File: src/sv/mpf_pkg.sv
// Shared constants and types for the multiway partition fitness scorer.
// No dependencies; imported by multiway_partition_fitness_top.
package mpf_pkg;

  // Pile and field geometry
  localparam int MAX_PILES   = 8;
  localparam int MAX_GENES   = 128;
  localparam int PILE_W      = 3;
  localparam int WEIGHT_W    = 16;
  localparam int NUM_PILES_W = 4;
  localparam int SUM_W       = 23;
  localparam int FIT_W       = 26;

  // Derived counts for the fitness adder tree
  localparam int NUM_DIFFS = MAX_PILES - 1;
  localparam int NUM_PAIRS = (NUM_DIFFS + 1) / 2;
  localparam int PAIR_W    = SUM_W + 1;

  // Reset value of the pile count register
  localparam logic [NUM_PILES_W-1:0] NUM_PILES_RST = NUM_PILES_W'(2);

  // Saturation level of one pile sum and bound on the fitness
  localparam logic [SUM_W-1:0] SUM_MAX = {SUM_W{1'b1}};
  localparam logic [FIT_W-1:0] FIT_MAX = FIT_W'(NUM_DIFFS * ((1 << SUM_W) - 1));

  typedef logic [SUM_W-1:0]       sum_t;
  typedef logic [PAIR_W-1:0]      pair_t;
  typedef logic [FIT_W-1:0]       fit_t;
  typedef logic [NUM_PILES_W-1:0] pcount_t;

endpackage

File: src/sv/multiway_partition_fitness_top.sv
// Multiway partition fitness scorer: pile accumulation and fitness pipeline.
// Depends on mpf_pkg for widths, constants and types.
//
// Usage:
//   Input channel (in_valid / in_stall) carries one gene per transaction:
//   in_item_weight, in_pile_index and in_is_last. The weight is added with
//   saturation to its pile's running sum; a pile at or above the count in
//   cfg register num_piles adds nothing and raises bad_pile for the
//   individual. The gene marked last closes the individual.
//   Result channel (out_valid / out_stall) carries one transaction per
//   individual: out_fitness, the sum of absolute differences of adjacent
//   pile sums, and out_bad_pile.
//   Configuration: cfg_we with cfg_wdata writes num_piles (reset 2, values
//   above 8 act as 8); write it only while the block is idle.
// Timing:
//   One gene per cycle sustained while in_stall is low. A last gene passes
//   through input register, accumulate and snapshot, absolute differences,
//   pair sums and result register to out_valid. The pile sums are cleared
//   in the cycle the last gene is folded in, so the next individual follows
//   with no gap.
// Reset and stall:
//   rst_n clears all pile sums, the error flag and every stage valid.
//   A stall on the result side holds the result and backs up through the
//   pipeline stages; in_stall rises only once the last-gene path is full.
module multiway_partition_fitness_top
  import mpf_pkg::*;
(
  input  logic                clk,
  input  logic                rst_n,
  // configuration
  input  logic                cfg_we,
  input  logic [NUM_PILES_W-1:0] cfg_wdata,
  // gene channel
  input  logic                in_valid,
  output logic                in_stall,
  input  logic [WEIGHT_W-1:0] in_item_weight,
  input  logic [PILE_W-1:0]   in_pile_index,
  input  logic                in_is_last,
  // result channel
  output logic                out_valid,
  input  logic                out_stall,
  output logic [FIT_W-1:0]    out_fitness,
  output logic                out_bad_pile
);

  // ---------------------------------------------------------------
  // Declarations
  // ---------------------------------------------------------------
  pcount_t               num_piles_r;

  logic                  g_valid_r;
  logic [WEIGHT_W-1:0]   g_weight_r;
  logic [PILE_W-1:0]     g_pile_r;
  logic                  g_last_r;

  sum_t                  pile_sums_r   [MAX_PILES];
  sum_t                  pile_sums_nxt [MAX_PILES];
  sum_t                  pile_upd      [MAX_PILES];
  logic                  err_r;
  logic                  err_nxt;

  logic                  snap_v_r;
  sum_t                  snap_sums_r [MAX_PILES];
  logic                  snap_err_r;
  pcount_t               snap_k_r;

  logic                  diff_v_r;
  sum_t                  diff_r   [NUM_DIFFS];
  sum_t                  diff_nxt [NUM_DIFFS];
  logic                  diff_err_r;

  logic                  pair_v_r;
  pair_t                 pair_r   [NUM_PAIRS];
  pair_t                 pair_nxt [NUM_PAIRS];
  logic                  pair_err_r;

  logic                  out_valid_r;
  fit_t                  out_fitness_r;
  fit_t                  fit_nxt;
  logic                  out_bad_pile_r;

  pcount_t               k_eff;
  logic                  g_in_range;
  logic                  g_take;
  logic                  g_fire;
  logic                  snap_load;
  logic                  in_load;
  logic                  out_rdy;
  logic                  pair_rdy;
  logic                  diff_rdy;
  logic                  snap_rdy;
  logic                  sums_zero;

  // ---------------------------------------------------------------
  // Stage readiness, back to front
  // ---------------------------------------------------------------
  assign out_rdy  = !out_valid_r || !out_stall;
  assign pair_rdy = !pair_v_r || out_rdy;
  assign diff_rdy = !diff_v_r || pair_rdy;
  assign snap_rdy = !snap_v_r || diff_rdy;

  // Non-last genes never wait; a last gene needs the snapshot slot
  assign g_take    = !g_last_r || snap_rdy;
  assign g_fire    = g_valid_r && g_take;
  assign snap_load = g_fire && g_last_r;
  assign in_stall  = g_valid_r && !g_take;
  assign in_load   = in_valid && !in_stall;

  // ---------------------------------------------------------------
  // Configuration register
  // ---------------------------------------------------------------
  always_ff @(posedge clk) begin
    if (!rst_n) begin
      num_piles_r <= NUM_PILES_RST;
    end else if (cfg_we) begin
      num_piles_r <= cfg_wdata;
    end
  end

  // Clamp the pile count to the number of physical piles
  assign k_eff      = (num_piles_r > pcount_t'(MAX_PILES)) ? pcount_t'(MAX_PILES)
                                                           : num_piles_r;
  assign g_in_range = pcount_t'(g_pile_r) < k_eff;

  // ---------------------------------------------------------------
  // Input register
  // ---------------------------------------------------------------
  always_ff @(posedge clk) begin
    if (!rst_n) begin
      g_valid_r <= 1'b0;
    end else if (in_load) begin
      g_valid_r <= 1'b1;
    end else if (g_fire) begin
      g_valid_r <= 1'b0;
    end
  end

  always_ff @(posedge clk) begin
    if (in_load) begin
      g_weight_r <= in_item_weight;
      g_pile_r   <= in_pile_index;
      g_last_r   <= in_is_last;
    end
  end

  // ---------------------------------------------------------------
  // Accumulate: saturating add into the addressed pile
  // ---------------------------------------------------------------
  always_comb begin
    logic [SUM_W:0] s;
    for (int i = 0; i < MAX_PILES; i++) begin
      s = {1'b0, pile_sums_r[i]} + (SUM_W+1)'(g_weight_r);
      if (g_fire && g_in_range && (g_pile_r == PILE_W'(i))) begin
        pile_upd[i] = s[SUM_W] ? SUM_MAX : s[SUM_W-1:0];
      end else begin
        pile_upd[i] = pile_sums_r[i];
      end
      // Clear live sums once the individual is handed to the snapshot
      pile_sums_nxt[i] = snap_load ? '0 : pile_upd[i];
    end
  end

  always_comb begin
    err_nxt = err_r;
    if (g_fire) begin
      err_nxt = snap_load ? 1'b0 : (err_r || !g_in_range);
    end
  end

  always_ff @(posedge clk) begin
    if (!rst_n) begin
      for (int i = 0; i < MAX_PILES; i++) begin
        pile_sums_r[i] <= '0;
      end
      err_r <= 1'b0;
    end else begin
      for (int i = 0; i < MAX_PILES; i++) begin
        pile_sums_r[i] <= pile_sums_nxt[i];
      end
      err_r <= err_nxt;
    end
  end

  // ---------------------------------------------------------------
  // Snapshot of the finished individual
  // ---------------------------------------------------------------
  always_ff @(posedge clk) begin
    if (!rst_n) begin
      snap_v_r <= 1'b0;
    end else if (snap_load) begin
      snap_v_r <= 1'b1;
    end else if (diff_rdy) begin
      snap_v_r <= 1'b0;
    end
  end

  always_ff @(posedge clk) begin
    if (snap_load) begin
      for (int i = 0; i < MAX_PILES; i++) begin
        snap_sums_r[i] <= pile_upd[i];
      end
      snap_err_r <= err_r || !g_in_range;
      snap_k_r   <= k_eff;
    end
  end

  // ---------------------------------------------------------------
  // Absolute differences of adjacent piles in use
  // ---------------------------------------------------------------
  always_comb begin
    for (int i = 0; i < NUM_DIFFS; i++) begin
      if (pcount_t'(i + 1) >= snap_k_r) begin
        diff_nxt[i] = '0;
      end else if (snap_sums_r[i] >= snap_sums_r[i+1]) begin
        diff_nxt[i] = snap_sums_r[i] - snap_sums_r[i+1];
      end else begin
        diff_nxt[i] = snap_sums_r[i+1] - snap_sums_r[i];
      end
    end
  end

  always_ff @(posedge clk) begin
    if (!rst_n) begin
      diff_v_r <= 1'b0;
    end else if (diff_rdy) begin
      diff_v_r <= snap_v_r;
    end
  end

  always_ff @(posedge clk) begin
    if (diff_rdy && snap_v_r) begin
      for (int i = 0; i < NUM_DIFFS; i++) begin
        diff_r[i] <= diff_nxt[i];
      end
      diff_err_r <= snap_err_r;
    end
  end

  // ---------------------------------------------------------------
  // First adder level: sum differences in pairs, odd one passes through
  // ---------------------------------------------------------------
  always_comb begin
    for (int j = 0; j < NUM_PAIRS; j++) begin
      pair_nxt[j] = PAIR_W'(diff_r[2*j]);
    end
    for (int j = 0; j < NUM_DIFFS / 2; j++) begin
      pair_nxt[j] = PAIR_W'(diff_r[2*j]) + PAIR_W'(diff_r[2*j+1]);
    end
  end

  always_ff @(posedge clk) begin
    if (!rst_n) begin
      pair_v_r <= 1'b0;
    end else if (pair_rdy) begin
      pair_v_r <= diff_v_r;
    end
  end

  always_ff @(posedge clk) begin
    if (pair_rdy && diff_v_r) begin
      for (int j = 0; j < NUM_PAIRS; j++) begin
        pair_r[j] <= pair_nxt[j];
      end
      pair_err_r <= diff_err_r;
    end
  end

  // ---------------------------------------------------------------
  // Final adder level into the result register
  // ---------------------------------------------------------------
  always_comb begin
    fit_nxt = '0;
    for (int j = 0; j < NUM_PAIRS; j++) begin
      fit_nxt = fit_nxt + FIT_W'(pair_r[j]);
    end
  end

  always_ff @(posedge clk) begin
    if (!rst_n) begin
      out_valid_r <= 1'b0;
    end else if (out_rdy) begin
      out_valid_r <= pair_v_r;
    end
  end

  always_ff @(posedge clk) begin
    if (out_rdy && pair_v_r) begin
      out_fitness_r  <= fit_nxt;
      out_bad_pile_r <= pair_err_r;
    end
  end

  assign out_valid    = out_valid_r;
  assign out_fitness  = out_fitness_r;
  assign out_bad_pile = out_bad_pile_r;

  // ---------------------------------------------------------------
  // Checks
  // ---------------------------------------------------------------
  always_comb begin
    sums_zero = !err_r;
    for (int i = 0; i < MAX_PILES; i++) begin
      sums_zero = sums_zero && (pile_sums_r[i] == '0);
    end
  end

  // Closing an individual leaves clean sums and flag for the next one
  a_clear_after_last: assert property (@(posedge clk) disable iff (!rst_n)
    snap_load |=> sums_zero)
    else $error("pile sums not cleared after last gene");

  // An out-of-range gene inside an individual is remembered
  a_err_sticky: assert property (@(posedge clk) disable iff (!rst_n)
    (g_fire && !g_last_r && !g_in_range) |=> err_r)
    else $error("out-of-range pile not flagged");

  // Only a waiting last gene may hold off the input side
  a_stall_cause: assert property (@(posedge clk) disable iff (!rst_n)
    in_stall |-> (g_valid_r && g_last_r && snap_v_r))
    else $error("input stalled without a blocked last gene");

  // Fitness never exceeds the bound set by saturated pile sums
  a_fit_bound: assert property (@(posedge clk) disable iff (!rst_n)
    out_valid_r |-> (out_fitness_r <= FIT_MAX))
    else $error("fitness above its bound");

endmodule
File: config.mk
export PLATFORM = sky130hd
export DESIGN_NAME = multiway_partition_fitness_top
export DESIGN_NICKNAME = d
export VERILOG_FILES = /design/src/sv/mpf_pkg.sv /design/src/sv/multiway_partition_fitness_top.sv
export SDC_FILE = /design/constraint.sdc
export NUM_CORES = 2
export LEC_CHECK = 0
export BUFFER_PORTS_ARGS = -buffer_cell sky130_fd_sc_hd__buf_4
export CAP_MARGIN = 20
export CORE_ASPECT_RATIO = 0.9
export CORE_MARGIN = 2
export CORE_UTILIZATION = 60
export DETAILED_ROUTE_END_ITERATION = 10
export GPL_TIMING_DRIVEN = 1
export PLACE_DENSITY = 0.76
export SLEW_MARGIN = 20
export SYNTH_ARGS = -nofsm -noshare
export SYNTH_HDL_FRONTEND = slang
export SYNTH_SLANG_ARGS = --single-unit
File: constraint.sdc
create_clock -name clk -period 42 [get_ports clk]
set_input_delay 8.4 -clock clk [delete_from_list [all_inputs] [get_ports clk]]
set_output_delay 8.4 -clock clk [all_outputs]
set_load 0.005 [all_outputs]
After elaboration in Yosys (flattened, before gate mapping)
Memory sizes are Yosys's and may differ from the RTL's.
Cells that the tools add are included.
W data, S select, Z words.
{"block": "classes", "magnitude_cmp": 16, "muxes": 60, "bitwise": 8, "addsub": 28, "n_eq_ne": 7, "n_reduce_logical": 34}
{"operator": "$mux W23", "n": 46}
{"operator": "$sub A23 B23 Y23", "n": 14}
{"operator": "$add A23 B16 Y24", "n": 8}
{"operator": "$ge A23 B23 Y1", "n": 7}
{"operator": "$add A23 B23 Y24", "n": 3}
{"operator": "$add A25 B24 Y26", "n": 1}
{"operator": "$add A26 B24 Y26", "n": 1}
{"operator": "$add A24 B24 Y25", "n": 1}
{"operator": "$ge A3 B4 Y1 const A", "n": 4}
{"operator": "$logic_and A1 B1 Y1", "n": 16}
{"operator": "$mux W1", "n": 13}
{"operator": "$eq A3 B3 Y1 const B", "n": 4}
{"operator": "$logic_not A1 Y1", "n": 9}
{"operator": "$ge A2 B4 Y1 const A", "n": 2}
{"operator": "$or A1 B1 Y1", "n": 8}
{"operator": "$eq A3 B2 Y1 const B", "n": 2}
{"operator": "$logic_or A1 B1 Y1", "n": 6}
{"operator": "$ge A1 B4 Y1 const A", "n": 1}
{"operator": "$gt A4 B4 Y1 const B", "n": 1}
{"operator": "$lt A3 B4 Y1", "n": 1}
{"operator": "$mux W4", "n": 1}
{"operator": "$reduce_bool A2 Y1", "n": 2}
{"operator": "$eq A3 B1 Y1 const B", "n": 1}
{"operator": "$logic_not A3 Y1", "n": 1}
{"block": "word_totals", "mem_bits_rw": 625, "inputBits": 29, "elab_cells": 173, "memories": 4, "ff_bits": 64, "out_inout_bits": 29}
{"name": "pile_sums_r", "depth": 8, "word_bits": 23, "read_ports": 8, "rd_clocked_by_memory_dff": 0, "wr": 8, "line_no": "multiway_partition_fitness_top.sv:56", "source": "sum_t pile_sums_r [MAX_PILES];"}
{"name": "snap_sums_r", "depth": 8, "word_bits": 23, "read_ports": 8, "rd_clocked_by_memory_dff": 0, "wr": 8, "line_no": "multiway_partition_fitness_top.sv:63", "source": "sum_t snap_sums_r [MAX_PILES];"}
{"name": "diff_r", "depth": 7, "word_bits": 23, "read_ports": 7, "rd_clocked_by_memory_dff": 0, "wr": 7, "line_no": "multiway_partition_fitness_top.sv:68", "source": "sum_t diff_r [NUM_DIFFS];"}
{"name": "pair_r", "depth": 4, "word_bits": 24, "read_ports": 4, "rd_clocked_by_memory_dff": 0, "wr": 4, "line_no": "multiway_partition_fitness_top.sv:73", "source": "pair_t pair_r [NUM_PAIRS];"}

Depth between registers and ports, before layout
{"block": "logic_depth", "depth_word": 12, "ltp_mapped": 16, "mapped_depth_nobuf": 16}

Least setup slack after synthesis
OpenSTA, ideal clock, no wires.
{"block": "synth_path", "path_kind": "input-to-reg", "startpoint": "input out_stall", "endpoint": "register diff_err_r, enable pin", "cell_stages": 2, "setup_slack_ps": 20748, "arrival_time_ps": 20321, "required_ps": 41069, "path_buffers": 0, "setup_time_ps": 931, "path_cell_list": "and3_1 -> a21boi_0"}
{"block": "synth_between", "elab_chain_cells": 5}
{"element": "start, declared", "line_no": "multiway_partition_fitness_top.sv:41", "source": "input logic out_stall,"}
{"element": "$logic_not A1 Y1", "line_no": "multiway_partition_fitness_top.sv:97", "source": "assign out_rdy = !out_valid_r || !out_stall;"}
{"element": "$logic_or A1 B1 Y1", "line_no": "multiway_partition_fitness_top.sv:97"}
{"element": "$logic_or A1 B1 Y1", "line_no": "multiway_partition_fitness_top.sv:98", "source": "assign pair_rdy = !pair_v_r || out_rdy;"}
{"element": "$logic_or A1 B1 Y1", "line_no": "multiway_partition_fitness_top.sv:99", "source": "assign diff_rdy = !diff_v_r || pair_rdy;"}
{"element": "$logic_and A1 B1 Y1", "line_no": "multiway_partition_fitness_top.sv:231", "source": "if (diff_rdy && snap_v_r) begin"}
{"element": "end signal, assigned", "line_no": "multiway_partition_fitness_top.sv:235", "source": "diff_err_r <= snap_err_r;"}
{"element": "end, declared", "line_no": "multiway_partition_fitness_top.sv:70", "source": "logic diff_err_r;"}
No other way between the ends.
A chain may end at the register's enable or synchronous reset.

Worst setup path in the final report
{"block": "layout_path", "startpoint": "input out_stall", "endpoint": "output in_stall"}
{"block": "layout_between", "elab_chain_cells": 8}
{"element": "$logic_not A1 Y1", "line_no": "multiway_partition_fitness_top.sv:97"}
{"element": "$logic_or A1 B1 Y1", "line_no": "multiway_partition_fitness_top.sv:97"}
{"element": "$logic_or A1 B1 Y1", "line_no": "multiway_partition_fitness_top.sv:98"}
{"element": "$logic_or A1 B1 Y1", "line_no": "multiway_partition_fitness_top.sv:99"}
{"element": "$logic_or A1 B1 Y1", "line_no": "multiway_partition_fitness_top.sv:100", "source": "assign snap_rdy = !snap_v_r || diff_rdy;"}
{"element": "$logic_or A1 B1 Y1", "line_no": "multiway_partition_fitness_top.sv:103", "source": "assign g_take = !g_last_r || snap_rdy;"}
{"element": "$logic_not A1 Y1", "line_no": "multiway_partition_fitness_top.sv:106", "source": "assign in_stall = g_valid_r && !g_take;"}
{"element": "$logic_and A1 B1 Y1", "line_no": "multiway_partition_fitness_top.sv:106"}
{"element": "end, declared", "line_no": "multiway_partition_fitness_top.sv:35", "source": "output logic in_stall,"}
No other way between the ends.

==> results_dict.tcl <==
set metrics [dict create \
    fin_cells 6660 \
    power_frac_seq 0.440 \
    hold_path_startpoint "diff_r[6][10]" \
    yosysTopAreaCell "edfxtp_1" \
    drv_cap 0 \
    synth_seq_area_share 0.368 \
    r2r-start "snap_sums_r[0][62]" \
    drc 0 \
    place_area_um2 52400 \
    cts_tree "built" \
    timing.rr.end "diff_r[2][22]" \
    yosysWarnings 0 \
    finalSetupViolCount 0 \
    insertedDiodeCount 0 \
    power_mw 1.75 \
    synth_mux_area_frac 0.0216 \
    period_minus_slack_ns 17.77 \
    post-cts-setup-buffers 0 \
    ios 58 \
    switching_power_uw 491 \
    synth_compound_area_frac 0.196 \
    dp_hpwl_um 120000 \
    yosys-top-cells-area "edfxtp_1 29%, ha_1 13%, dfxtp_1 7.6%" \
    finalSetupTns_ns 0 \
    dieArea_um2 87200 \
    crit_path_end_kind "output port" \
    max_freq_mhz 56.3 \
    h-tree-depth 3 \
    io_buffers 57 \
    hold_path_class "flop to flop" \
    worstPathArrival_ns 9.37 \
    synth_top_family_by_area "compound AO/OA/AOI/OAI gates" \
    comb_power_share 0.173 \
    grt_max_degree 191 \
    min_to "pair_r[3][10]" \
    grt_pass1_vias 38100 \
    postLayoutCellArea_um2 54900 \
    tightest_slew_ns 1.22 \
    hold_depth 0 \
    antenna_found_initial 9 \
    ant_nets 0 \
    critPathRequiredTime_ns 33.60 \
    swShare 0.281 \
    dp_cells 6525 \
    core_region_area_um2 84200 \
    cts_root_buffer "clkbuf_16" \
    maxSlewViolCount 0 \
    drt_wl_total_um 153000 \
    status "finished, final reports clean" \
    rows 101 \
    areaGrowthSynthToFinish_pct 7.89 \
    syn_inst 5491 \
    synthDistinctLibCells 97 \
    skew_ns 0.0466 \
    synth_ff_type "edfxtp_1" \
    fp.dieH_um 280 \
    path_class "input port to output port" \
    clkLatencyLatePin_ns 0.66 \
    cts_buffers 73 \
    cp_max_fo 6 \
    netlist.area_leader.share 0.291 \
    postCtsResizedCells 0 \
    yosys.area_share.simple 0.153 \
    synthTopCellsByCount "540 x ha_1, 514 x nor2_1, 494 x edfxtp_1" \
    yosys.area_share.adder 0.161 \
    dr.pass1.iters 5 \
    intPower_mw 1.26 \
    power_leakage_nw 23.6 \
    start_util 0.605 \
    rsz0062_at_grt "false" \
    start_kind "input port" \
    rrSetupSlack_ns 36.83 \
    path_clk_slew_ns 0.06 \
    synth_most_common_cell "ha_1" \
    ctsLongestPathBuffers 3 \
    place_congestion 1.02 \
    synth-edff-count 494 \
    via_per_inst 6.20 \
    track_usage 0.346 \
    ys_seq_elements 688 \
    pwr-share-clk 0.387 \
    fp.dieW_um 311 \
    peakVddDrop_mv 0.0407 \
    fin_crit_sh 0.423 \
    grt_overflow_total 0 \
    syn_avg_cell_area_um2 9.27 \
    syn-num-nets 6132 \
    vias 41300 \
    post_drt_wl_per_cell_um 23.0 \
    r2r_cells 13 \
    clock-sinks 688 \
    synth-xor-area-share 0.0513 \
    p_per_area_nw_per_um2 31.8 \
    syn_area_um2 50900 \
    initialDrtViolationCount 4319 \
    cts_hold_buf 0 \
    drive_gt1_frac 0.0586 \
    final_nets 6109 \
    maxSlewHeadroom 0.188 \
    async_flop_share 0 \
    hold_viol 0 \
    grt_pass1_wl_um 230000 \
]
[through the flow]
stage               utilization  worst slack [ns]  hold WS (ns)
finish                    0.653             24.23         0.417
global route              0.653             24.13         0.425
CTS                       0.652             24.23         0.417
detailed placement        0.622             24.23         0.405
global placement          0.622             24.21         0.402
floorplan                     -             20.75         0.400
[sequential cells by signal, indices dropped and copies added (netlist names), 3 cells and up]
signal       count
diff_r         161
num_piles_r      4
g_weight_r      16
snap_k_r         4
snap_sums_r    184
pair_r          95
out_fitness     26
pile_sums_r    184
g_pile_r         3
[area by class of cell]
cell class / count / area [um2]
multi-input cells: 4142 / 29700
fillers: 6884 / 29200
flip-flops and latches: 688 / 18700
clock buffers: 81 / 1880
inverters: 464 / 1740
well taps: 1133 / 1420
repair buffers: 99 / 776
clock inverters: 53 / 648
[power groups by stage]
stage	combinational (mW)	sequential (mW)	clock, mW
floorplan	0.211	0.773	0
global placement	0.287	0.781	0
detailed placement	0.291	0.782	0
CTS	0.293	0.768	0.684
global route	0.328	0.768	0.709
finish	0.302	0.769	0.676
[worst max-delay path, stage by stage]
cell and delay, ns:
buf_4 0.11, and3_1 0.35, nand3_1 0.16, nor2_1 0.21
buf_4 0.15
[cell usage in the layout, fill, tap and decap left out, types with 15 or more instances in the layout]
cell type	count
xnor2_1	189
a21o_1	193
fa_1	72
nand4_1	56
or3_1	30
a221oi_1	15
o21ai_0	248
mux2i_1	61
dfxtp_1	194
and3_1	60
xor2_1	109
nand2b_1	70
edfxtp_1	494
o22a_1	17
nor2b_1	86
a31o_2	15
nand2_1	277
a211o_1	20
nor3_1	112
o31ai_1	24
a31oi_1	133
o21bai_1	65
and4_1	18
clkbuf_16	74
clkinv_1	17
mux2_2	41
ha_1	540
nand3_1	89
buf_4	97
a21boi_0	18
or2_2	19
inv_1	462
a211oi_1	55
o211ai_1	26
nor2_1	510
a21oi_1	479
and2_1	192
o21a_1	81
[worst max path at each step]
| stage | endpoint | startpoint | slack, ns |
|---|---|---|---|
| after floorplan | diff_err_r | out_stall | 20.75 |
| after global placement | in_stall | out_stall | 24.21 |
| after detailed placement | in_stall | out_stall | 24.23 |
| after CTS | in_stall | out_stall | 24.23 |
| after global routing | in_stall | out_stall | 24.13 |
| final | in_stall | out_stall | 24.23 |
[cell families (layout without fill, tap and decap cells)]
kind of cell               Yosys count  count (layout)
and+or+nand+nor                   1583            1583
buffers and inverters              661             697
xor gates and xnor gates           298             298
DFF                                688             688
adders and majority gates          612             612
AOI/OAI and AO/OA                 1545            1545
muxes                              104             104
[metal layers]
layer | track usage | vias up | wire length [um]
li1 | - | 19700 | -
met1 | 0.527 | 19600 | 70000
met2 | 0.487 | 1779 | 61400
met3 | 0.0673 | 241 | 16700
met4 | 0.117 | 2 | 5360
met5 | 0 | - | 10
Note: power is estimated with default switching activity, not from simulation.
